$ cat config.mk
export PLATFORM = sky130hd
export DESIGN_NAME = tiled_4bpp_icon_pixel_decoder_unit
export DESIGN_NICKNAME = d
export VERILOG_FILES = /design/src/sv/ticon_pkg.sv /design/src/sv/ticon_front.sv /design/src/sv/ticon_queue.sv /design/src/sv/ticon_back.sv /design/src/sv/tiled_4bpp_icon_pixel_decoder_unit.sv
export SDC_FILE = /design/constraint.sdc
export NUM_CORES = 1
export LEC_CHECK = 0
export BUFFER_PORTS_ARGS = -buffer_cell sky130_fd_sc_hd__buf_2
export CAP_MARGIN = 20
export CORE_MARGIN = 3
export CORE_UTILIZATION = 55
export DETAILED_ROUTE_END_ITERATION = 16
export PLACE_DENSITY = 0.84
export SLEW_MARGIN = 15
export SYNTH_ARGS = -nofsm -noshare
export SYNTH_HDL_FRONTEND = slang
export SYNTH_SLANG_ARGS = --single-unit
$ cat constraint.sdc
create_clock -name clk -period 2.8 [get_ports clk]
set_input_delay 0.14 -clock clk [delete_from_list [all_inputs] [get_ports clk]]
set_output_delay 0.14 -clock clk [all_outputs]
set_load 0.005 [all_outputs]
$ cat src/sv/ticon_pkg.sv
// Shared types and constants for the tiled 4bpp icon pixel decoder.
// No dependencies; every other file refers to this package by scoped names.
package ticon_pkg;

    localparam int PaletteEntries = 16;
    localparam int IndexWidth     = 4;
    localparam int ColourWidth    = 15;
    localparam int ChanWidth      = 5;
    localparam int PosWidth       = 5;

    localparam logic ACTION_PALETTE = 1'b0;
    localparam logic ACTION_PIXEL   = 1'b1;

    localparam logic [IndexWidth-1:0] INDEX_TRANSPARENT = '0;
    localparam logic [7:0]            CHAN_WHITE        = 8'hFF;

    // One decoded command travelling from the front to the back.
    typedef struct packed {
        logic                   action;
        logic [IndexWidth-1:0]  entry_index;
        logic [ColourWidth-1:0] colour;
        logic [PosWidth-1:0]    base_x;
        logic [PosWidth-1:0]    pos_y;
        logic [IndexWidth-1:0]  nib_lo;
        logic [IndexWidth-1:0]  nib_hi;
    } cmd_t;

    // One finished pixel.
    typedef struct packed {
        logic [PosWidth-1:0] pos_x;
        logic [PosWidth-1:0] pos_y;
        logic [7:0]          red;
        logic [7:0]          green;
        logic [7:0]          blue;
        logic                drawn;
        logic                last_of_pair;
    } pixel_t;

    // Widen a 5-bit channel to 8 bits by replicating its top bits.
    function automatic logic [7:0] widen_channel(input logic [ChanWidth-1:0] v);
        widen_channel = {v, v[ChanWidth-1:ChanWidth-3]};
    endfunction

endpackage

$ cat src/sv/ticon_front.sv
// Front stage of the icon decoder: accepts input transactions, classifies
// them and works out tile-derived coordinates. Depends on ticon_pkg.
module ticon_front
(
    input  logic                 clk,
    input  logic                 rst_n,
    input  logic                 push,
    output logic                 full,
    input  logic                 action,
    input  logic [3:0]           entry_index,
    input  logic [15:0]          color_word,
    input  logic [8:0]           byte_position,
    input  logic [7:0]           pixel_byte,
    output logic                 cmd_valid,
    output ticon_pkg::cmd_t      cmd,
    input  logic                 cmd_full
);

    logic            valid_reg;
    logic            valid_next;
    ticon_pkg::cmd_t cmd_reg;
    ticon_pkg::cmd_t cmd_next;
    logic            accept;
    logic [3:0]      tile;
    logic [4:0]      tile_byte;

    assign full   = valid_reg && cmd_full;
    assign accept = push && !full;

    assign tile      = byte_position[8:5];
    assign tile_byte = byte_position[4:0];

    always_comb
    begin
        cmd_next.action      = action;
        cmd_next.entry_index = entry_index;
        cmd_next.colour      = color_word[14:0];
        // Four tiles across: low tile bits pick the column, high bits the row.
        cmd_next.base_x      = {tile[1:0], tile_byte[1:0], 1'b0};
        cmd_next.pos_y       = {tile[3:2], tile_byte[4:2]};
        cmd_next.nib_lo      = pixel_byte[3:0];
        cmd_next.nib_hi      = pixel_byte[7:4];
    end

    assign valid_next = accept || (valid_reg && cmd_full);

    always_ff @(posedge clk or negedge rst_n)
    begin
        if (!rst_n)
        begin
            valid_reg <= 1'b0;
        end
        else
        begin
            valid_reg <= valid_next;
        end
    end

    always_ff @(posedge clk)
    begin
        if (accept)
        begin
            cmd_reg <= cmd_next;
        end
    end

    assign cmd_valid = valid_reg;
    assign cmd       = cmd_reg;

endmodule

$ cat src/sv/ticon_queue.sv
// Short command queue between the front and back of the icon decoder.
// Depends on ticon_pkg for the command type.
module ticon_queue
#(
    parameter int DEPTH = 4
)
(
    input  logic            clk,
    input  logic            rst_n,
    input  logic            wr_en,
    input  ticon_pkg::cmd_t wr_data,
    output logic            q_full,
    input  logic            rd_en,
    output logic            q_valid,
    output ticon_pkg::cmd_t rd_data
);

    localparam int PTR_W = (DEPTH > 1) ? $clog2(DEPTH) : 1;
    localparam int CNT_W = $clog2(DEPTH + 1);
    localparam logic [PTR_W-1:0] LAST_PTR = PTR_W'(DEPTH - 1);
    localparam logic [CNT_W-1:0] FULL_CNT = CNT_W'(DEPTH);

    ticon_pkg::cmd_t store [DEPTH];
    logic [PTR_W-1:0] wr_ptr_reg;
    logic [PTR_W-1:0] wr_ptr_next;
    logic [PTR_W-1:0] rd_ptr_reg;
    logic [PTR_W-1:0] rd_ptr_next;
    logic [CNT_W-1:0] count_reg;
    logic [CNT_W-1:0] count_next;
    logic             do_wr;
    logic             do_rd;

    assign q_full  = (count_reg == FULL_CNT);
    assign q_valid = (count_reg != '0);
    assign do_wr   = wr_en && !q_full;
    assign do_rd   = rd_en && q_valid;
    assign rd_data = store[rd_ptr_reg];

    always_comb
    begin
        wr_ptr_next = wr_ptr_reg;
        rd_ptr_next = rd_ptr_reg;
        count_next  = count_reg;
        if (do_wr)
        begin
            wr_ptr_next = (wr_ptr_reg == LAST_PTR) ? '0 : wr_ptr_reg + PTR_W'(1);
        end
        if (do_rd)
        begin
            rd_ptr_next = (rd_ptr_reg == LAST_PTR) ? '0 : rd_ptr_reg + PTR_W'(1);
        end
        if (do_wr && !do_rd)
        begin
            count_next = count_reg + CNT_W'(1);
        end
        else if (do_rd && !do_wr)
        begin
            count_next = count_reg - CNT_W'(1);
        end
    end

    always_ff @(posedge clk or negedge rst_n)
    begin
        if (!rst_n)
        begin
            wr_ptr_reg <= '0;
            rd_ptr_reg <= '0;
            count_reg  <= '0;
        end
        else
        begin
            wr_ptr_reg <= wr_ptr_next;
            rd_ptr_reg <= rd_ptr_next;
            count_reg  <= count_next;
        end
    end

    always_ff @(posedge clk)
    begin
        if (do_wr)
        begin
            store[wr_ptr_reg] <= wr_data;
        end
    end

endmodule

$ cat src/sv/ticon_back.sv
// Back stage of the icon decoder: holds the palette, carries out palette
// writes and turns each bitmap byte into two pixels. Depends on ticon_pkg.
module ticon_back
(
    input  logic             clk,
    input  logic             rst_n,
    input  logic             q_valid,
    input  ticon_pkg::cmd_t  q_head,
    output logic             q_pop,
    output logic             out_valid,
    output ticon_pkg::pixel_t out_pixel,
    input  logic             out_taken
);

    logic [ticon_pkg::ColourWidth-1:0] palette [ticon_pkg::PaletteEntries];

    logic              phase_reg;
    logic              phase_next;
    logic              out_valid_reg;
    logic              out_valid_next;
    ticon_pkg::pixel_t pixel_reg;
    ticon_pkg::pixel_t pixel_next;
    logic              slot_free;
    logic              emit;
    logic              pal_write;
    logic [ticon_pkg::IndexWidth-1:0]  idx;
    logic [ticon_pkg::ColourWidth-1:0] colour;

    // The output register can take a pixel when empty or being drained now.
    assign slot_free = !out_valid_reg || out_taken;

    always_comb
    begin
        emit      = 1'b0;
        pal_write = 1'b0;
        q_pop     = 1'b0;
        unique case (q_head.action)
            ticon_pkg::ACTION_PALETTE:
            begin
                pal_write = q_valid;
                q_pop     = q_valid;
            end
            ticon_pkg::ACTION_PIXEL:
            begin
                emit  = q_valid && slot_free;
                q_pop = emit && phase_reg;
            end
            default:
            begin
                emit = 1'b0;
            end
        endcase
    end

    assign idx    = phase_reg ? q_head.nib_hi : q_head.nib_lo;
    assign colour = palette[idx];

    always_comb
    begin
        pixel_next.pos_x        = {q_head.base_x[ticon_pkg::PosWidth-1:1], phase_reg};
        pixel_next.pos_y        = q_head.pos_y;
        pixel_next.last_of_pair = phase_reg;
        if (idx == ticon_pkg::INDEX_TRANSPARENT)
        begin
            pixel_next.red   = ticon_pkg::CHAN_WHITE;
            pixel_next.green = ticon_pkg::CHAN_WHITE;
            pixel_next.blue  = ticon_pkg::CHAN_WHITE;
            pixel_next.drawn = 1'b0;
        end
        else
        begin
            pixel_next.red   = ticon_pkg::widen_channel(colour[4:0]);
            pixel_next.green = ticon_pkg::widen_channel(colour[9:5]);
            pixel_next.blue  = ticon_pkg::widen_channel(colour[14:10]);
            pixel_next.drawn = 1'b1;
        end
    end

    assign phase_next     = emit ? !phase_reg : phase_reg;
    assign out_valid_next = emit || (out_valid_reg && !out_taken);

    always_ff @(posedge clk or negedge rst_n)
    begin
        if (!rst_n)
        begin
            phase_reg     <= 1'b0;
            out_valid_reg <= 1'b0;
        end
        else
        begin
            phase_reg     <= phase_next;
            out_valid_reg <= out_valid_next;
        end
    end

    always_ff @(posedge clk)
    begin
        if (emit)
        begin
            pixel_reg <= pixel_next;
        end
        if (pal_write)
        begin
            palette[q_head.entry_index] <= q_head.colour;
        end
    end

    assign out_valid = out_valid_reg;
    assign out_pixel = pixel_reg;

endmodule

$ cat src/sv/tiled_4bpp_icon_pixel_decoder_unit.sv
// Tiled 4bpp icon pixel decoder. A palette-write transaction is carried out
// in the back stage and gives no result; a bitmap-byte transaction gives two
// pixels, one after the other, through the result register, which takes one
// pixel per cycle while it is empty or being popped. A front register and a
// command queue of QUEUE_DEPTH entries decouple input from output, so input
// keeps flowing while a result waits, until the queue and front register fill;
// pixels pass through the front register, the queue and the result register.
// Palette entries must be written before use.
module tiled_4bpp_icon_pixel_decoder_unit
#(
    parameter int QUEUE_DEPTH = 4
)
(
    input  logic        clk,
    input  logic        rst_n,
    input  logic        push,
    output logic        full,
    input  logic        action,
    input  logic [3:0]  entry_index,
    input  logic [15:0] color_word,
    input  logic [8:0]  byte_position,
    input  logic [7:0]  pixel_byte,
    output logic        empty,
    input  logic        pop,
    output logic [4:0]  pos_x,
    output logic [4:0]  pos_y,
    output logic [7:0]  red,
    output logic [7:0]  green,
    output logic [7:0]  blue,
    output logic        drawn,
    output logic        last_of_pair
);

    logic              f_valid;
    ticon_pkg::cmd_t   f_cmd;
    logic              q_full;
    logic              q_valid;
    ticon_pkg::cmd_t   q_head;
    logic              q_pop;
    logic              out_valid;
    ticon_pkg::pixel_t out_pixel;

    ticon_front u_front
    (
        .clk           (clk),
        .rst_n         (rst_n),
        .push          (push),
        .full          (full),
        .action        (action),
        .entry_index   (entry_index),
        .color_word    (color_word),
        .byte_position (byte_position),
        .pixel_byte    (pixel_byte),
        .cmd_valid     (f_valid),
        .cmd           (f_cmd),
        .cmd_full      (q_full)
    );

    ticon_queue #(.DEPTH(QUEUE_DEPTH)) u_queue
    (
        .clk     (clk),
        .rst_n   (rst_n),
        .wr_en   (f_valid),
        .wr_data (f_cmd),
        .q_full  (q_full),
        .rd_en   (q_pop),
        .q_valid (q_valid),
        .rd_data (q_head)
    );

    ticon_back u_back
    (
        .clk       (clk),
        .rst_n     (rst_n),
        .q_valid   (q_valid),
        .q_head    (q_head),
        .q_pop     (q_pop),
        .out_valid (out_valid),
        .out_pixel (out_pixel),
        .out_taken (pop)
    );

    assign empty        = !out_valid;
    assign pos_x        = out_pixel.pos_x;
    assign pos_y        = out_pixel.pos_y;
    assign red          = out_pixel.red;
    assign green        = out_pixel.green;
    assign blue         = out_pixel.blue;
    assign drawn        = out_pixel.drawn;
    assign last_of_pair = out_pixel.last_of_pair;

endmodule

# == Word-level counts from Yosys, hierarchy flattened ==
# Memories as Yosys holds them, arrays and structs flattened.
# Cells that the tools add are included.
# op_classes
bitwise,1
reduce_logical,22
n_mux,13
n_eq_ne,3
add_sub_neg,4
# ops
cell,n
$logic_and 1x1->1,9
$logic_not 1->1,7
$mux 1,7
$mux 3,2
$add 2x1->2 const B,2
$eq 2x2->1 const B,2
$logic_not 4->1,1
$mux 2,2
$mux 4,1
$add 3x1->3 const B,1
$eq 3x3->1 const B,1
$logic_or 1x1->1,3
$reduce_bool 3->1,1
$sub 3x1->3 const B,1
$pmux 1 s2,1
$reduce_bool 2->1,1
$not 1->1,1
# totals
ramBits,388
mem_count,2
register_bits,83
out_inout_bits,38
input_bits,42
# mem_list
name,words,word_bits,rd,rd_ports_with_merged_regs,wr,line,source
u_back.palette,16,15,1,0,1,ticon_back.sv:15,logic [ticon_pkg::ColourWidth-1:0] palette [ticon_pkg::PaletteEntries];
u_queue.store,4,37,1,0,1,ticon_queue.sv:23,ticon_pkg::cmd_t store [DEPTH];

# == Longest topological paths before layout ==
# depth
depth_word,9
depth_mapped,11
mapped_depth_nobuf,10

# == Hierarchy ==
# A second synthesis with hierarchy kept.
# hier_totals
cells_unflattened,1038
area_unflattened_um2,17697.0
# by_module_without_submodules
mod,area_per_inst_um2,cells_per_inst,seq_area_each_um2,n_inst
ticon_back,10541.4,758,7587.3,1
ticon_queue,5979.5,236,4739.5,1
ticon_front,1172.4,43,1136.1,1
tiled_4bpp_icon_pixel_decoder_unit,3.8,1,0.0,1

# == Worst setup path after synthesis ==
# OpenSTA, ideal clock, no wires.
# synth_timing
kind,register to register
start,register u_queue.rd_ptr_reg[0]
end,"memory u_back.palette[8][0] (netlist bit), enable pin"
path_stages_with_launch,7
setup_ps,386
slack_ps,-70
period_less_slack_ps,2870
t_arrival_ps,2484
path_cell_list,dfrtp_1 buf_2 buf_6 buf_2 mux4_2 or2_2 nor2_1
# synth_between
elab_chain_cells,4
# synth_lines
item,line,source
from (decl),ticon_queue.sv:26,logic [PTR_W-1:0] rd_ptr_reg;
from (signal assigned),ticon_queue.sv:73,rd_ptr_reg <= rd_ptr_next;
$mem_v2 4x37 (*),n/a,
$mux 1,ticon_back.sv:37,unique case (q_head.action)
$mux 1,ticon_back.sv:102,if (pal_write)
$mux 1 (implied by the code),ticon_back.sv:104,palette[q_head.entry_index] <= q_head.colour;
to (decl),ticon_back.sv:15,
# Every way passes the cells marked *; elsewhere a longest branch is shown, timed or not.

# == Worst setup path in the final report ==
# layout_timing
start,register u_queue.rd_ptr_reg[1]
end,register u_queue.count_reg[1]
# layout_between
elab_chain_cells,7
elab_cells_between_ends,9
classes_between,mux (2); bitwise (1); reduce/logical (5); memory (1)
# layout_lines
item,line,source
$mem_v2 4x37 (*),n/a,
$not 1->1,ticon_back.sv:37,
$pmux 1 s2 (*),ticon_back.sv:37,
$logic_and 1x1->1 (*),ticon_queue.sv:36,assign do_rd = rd_en && q_valid;
$logic_not 1->1 (*),ticon_queue.sv:52,if (do_wr && !do_rd)
$logic_and 1x1->1 (*),ticon_queue.sv:52,
$mux 3 (*),ticon_queue.sv:52,
via u_queue.count_next[1],ticon_queue.sv:29,logic [CNT_W-1:0] count_next;
to (signal assigned),ticon_queue.sv:74,count_reg <= count_next;
to (decl),ticon_queue.sv:28,logic [CNT_W-1:0] count_reg;
# Mark *: on every way through the listed nets, which the timed path passes. The rest lies on a longest branch.
# A chain may end at the register's enable or synchronous reset.

==> metrics.log <==
INFO  metric status = completed
INFO  metric groute.usage.overall = 21.1%
INFO  metric synth_top_cell_area_share = 77.0%
INFO  metric powerDensity = 1240 nW/um2
INFO  metric cp_slowest_stage_delay = 420 ps
INFO  metric gp_congestion = 0.829
INFO  metric hold_path_end = u_front.cmd[8]
INFO  metric r2r-start = u_queue.rd_ptr_reg[1]
INFO  metric timing.fmax = 0.377 GHz
INFO  metric syn_warnings = 0
INFO  metric synth-seq-cells = 446
INFO  metric fp.coreArea = 30000 um2
INFO  metric cp_max_fo = 39
INFO  metric timing.critical_path.max_delay_family = multiplexers
INFO  metric initial_utilization = 56.6%
INFO  metric r2r-end = u_queue.count_reg[1]
INFO  metric start_kind = register
INFO  metric cellInternalPower = 0.0162 W
INFO  metric grt_remaining_overflow = 0
INFO  metric drt.antenna.violating_nets = 0
INFO  metric layout.cell_area.non_filler = 19800 um2
INFO  metric path_class = register to register
INFO  metric worstHoldStart = byte_position[2]
INFO  metric yosys.area.top_type = edfxtp_1
INFO  metric required_time_reported_for_the_critical_path_endpoint = 3220 ps
INFO  metric clkPwrFrac = 21.8%
INFO  metric max-slew-margin-rel = 33.7%
INFO  metric synth_cell_type_count = 45
INFO  metric clkSinkCount = 446
INFO  metric regToRegSetupSlack = 140 ps
INFO  metric antenna_found_initial = 0
INFO  metric drc = 0
INFO  metric r2r.worst_path.cells = 8
INFO  metric largest_reg_flops = 225
INFO  metric synth.net_count = 964
INFO  metric grt_setup_unrepaired = no
INFO  metric syn_inst = 915
INFO  metric final.setup.tns = 0 ps
INFO  metric static-leakage-power = 6.89 nW
INFO  metric cts.path.max_buffers = 3
INFO  metric hold_depth = 2
INFO  metric grt_pass1_wl = 53.7 mm
INFO  metric drt_pre_antenna_iters = 7
INFO  metric dr_total_vias = 8948
INFO  metric layout_cells_sized_above_1 = 21.7%
INFO  metric finalSetupViolations = 0
INFO  metric peakVddDrop = 887 uV
INFO  metric critPathCaptureType = register
INFO  metric crit_buf_inv = 3
INFO  metric most_instantiated_flip_flop_cell_in_the_synthesis_netlist = edfxtp_1
INFO  metric synth_top_cells_by_area = edfxtp_1 (77%), mux2i_1 (5.3%), mux4_2 (4.6%)
INFO  metric synthesis.area_per_instance = 18.6 um2
INFO  metric clkSlewWorstSetupHoldPaths = 60 ps
INFO  metric fin_crit = 2660 ps
INFO  metric fp.dieW = 182 um
INFO  metric cts_made_buffers = 42
INFO  metric post_route_clock_skew = 18.0 ps
INFO  metric grt_max_degree = 62
INFO  metric nFillCells = 1894
INFO  metric cap_violations = 0
INFO  metric fp.dieH = 182 um
INFO  metric hpwl = 19.5 mm
INFO  metric clk_root_buffer_cell = clkbuf_16
INFO  metric avgRoutedWirePerCell = 23.4 um
INFO  metric die-area = 33100 um2
INFO  metric period_utilization_post_route = 94.8%
INFO  metric netlist_area = 17000 um2
INFO  metric comb_power_share = 36.2%
INFO  metric layout.cells.most_common = edfxtp_1
INFO  metric worstMarginPinSlew = 991 ps
INFO  metric drt_iter0_drc = 1138
INFO  metric antennaDiodeCount = 0
INFO  metric hp-class = primary input to register
INFO  metric cp.arrival = 3070 ps
INFO  metric power_switching = 0.00834 W
INFO  metric rows = 63
INFO  metric fin_total_pwr = 0.0246 W
INFO  metric wl = 34.8 mm
INFO  metric htree_num_levels = 2
INFO  metric instances_no_fill = 1489
INFO  metric cp_slowest_cell = mux4_2
INFO  metric synth.yosys.seq_area_share = 78.4%
INFO  metric finalNetCount = 1119
INFO  metric hold_viol = 0
INFO  metric ios = 80
INFO  metric layout.cells.most_common_list = edfxtp_1 (436), mux2i_1 (90), nand3_1 (88), buf_2 (78), o21ai_0 (45)
INFO  metric synth-edff-count = 436
INFO  metric grt_pass1_vias = 9278
INFO  metric cp_common_cell = inv_1
INFO  metric worstPathCellList = buf_6 -> mux4_2 -> a21oi_2 -> inv_1 -> ha_1 -> inv_1 -> fa_1 -> mux2_2
INFO  metric power.sequential.fraction = 42.1%
INFO  metric worst_skew_pair.late_latency = 530 ps
INFO  metric port_buffers = 78
INFO  metric area.growth.synth_to_final = 16.6%
INFO  metric drt-vias-per-instance = 6.01
INFO  metric slew_viol_final = 0
INFO  metric placed_cells = 1370
INFO  metric net_switching_fraction_of_the_power = 34.0%
INFO  metric timing.hold.ws = 305 ps
INFO  metric synthArstFlopShare = 2.24%
INFO  metric detailed_place.area = 18100 um2
INFO  metric tritoncts = yes
==> synthesized netlist by cell type (2+ instances only) <==
cell,number
a22oi_1,15
a32oi_1,15
and2_1,4
buf_1,3
buf_2,13
buf_4,12
buf_6,3
clkbuf_1,23
dfrtp_1,10
edfxtp_1,436
ha_1,6
inv_1,23
mux2_1,2
mux2_2,9
mux2i_1,90
mux4_2,35
nand2_1,10
nand2b_1,4
nand3_1,88
nor2_1,26
nor2b_1,2
o211ai_1,2
o21ai_0,45
o21ai_1,15
or2_2,2
xnor2_1,2
xor2_1,2
==> worst max path at each step <==
| stage | from | end | slack (ps) | cells past startpoint |
|---|---|---|---|---|
| after global placement | u_queue.rd_ptr_reg[0] | u_back.out_pixel[8] | 90 | 6 |
| final | u_queue.rd_ptr_reg[1] | u_queue.count_reg[1] | 140 | 8 |
| after global routing | u_queue.rd_ptr_reg[1] | u_queue.count_reg[1] | 40 | 8 |
| after detailed placement | u_queue.rd_ptr_reg[1] | u_queue.count_reg[1] | -7 | 8 |
| after floorplan | u_queue.rd_ptr_reg[0] | u_back.palette[8][0] | -70 | 6 |
| after CTS | u_queue.rd_ptr_reg[0] | u_back.out_pixel[8] | 6 | 6 |
==> worst register-to-register path, stage by stage, from the launching register on <==
cell	delay, ps
dfrtp_2	400
buf_6	360
mux4_2	430
a21oi_2	230
inv_1	110
ha_1	250
inv_1	90
fa_1	410
mux2_2	260
==> routing by layer <==
metal  wire [um]  global-route usage, %
met1       13500                   28.0
met2       17900                   36.2
met3        2580                   3.45
met4         842                   6.46
met5           0                      0
==> stage by stage <==
stage	util (%)	worst slack, ps
finish	66.0	144
global route	66.0	35.9
CTS	65.8	6.31
detailed placement	60.2	-7.28
global placement	60.2	93.6
floorplan	-	-70.2
==> timing repair <==
action / 4_1_cts / 5_1_grt
resized for setup: 1 / 2
setup endpoints to repair: 1 / 17
pin swaps: 0 / 1
buffers inserted: 0 / 3
cloned: 0 / 1
endpoints found under the hold margin: 49 / 0
hold buffers: 42 / 0
==> cell type report <==
cell class,instances,area [um2],area share [%]
tap,390,488,2.46
multi-input combinational,391,3320,16.7
timing repair buffer,165,1320,6.66
clock buffer,54,1100,5.53
inverter,24,90.1,0.454
sequential,446,13300,67.3
clock inverter,19,173,0.871
==> logic make-up after synthesis <==
kind of cell | Yosys count | share of synthesized area (%)
AO/OA/AOI/OAI | 98 | 3.63
buffers and inverters | 78 | 2.21
adder cells (fa/ha/maj) | 7 | 0.559
XOR/XNOR | 4 | 0.206
AND/OR/NAND/NOR | 146 | 4.30
multiplexers | 136 | 10.7
flip-flops | 446 | 78.4
==> power by group through the flow <==
stage	sequential, W	clock, W	combinational, W
after floorplan	0.0102	0	0.00591
after global placement	0.0103	0	0.00821
after detailed placement	0.0104	0	0.00852
after CTS	0.0103	0.00539	0.00865
after global routing	0.0104	0.00568	0.00965
final	0.0103	0.00534	0.00888
Note: power is estimated with default switching activity, not from simulation.
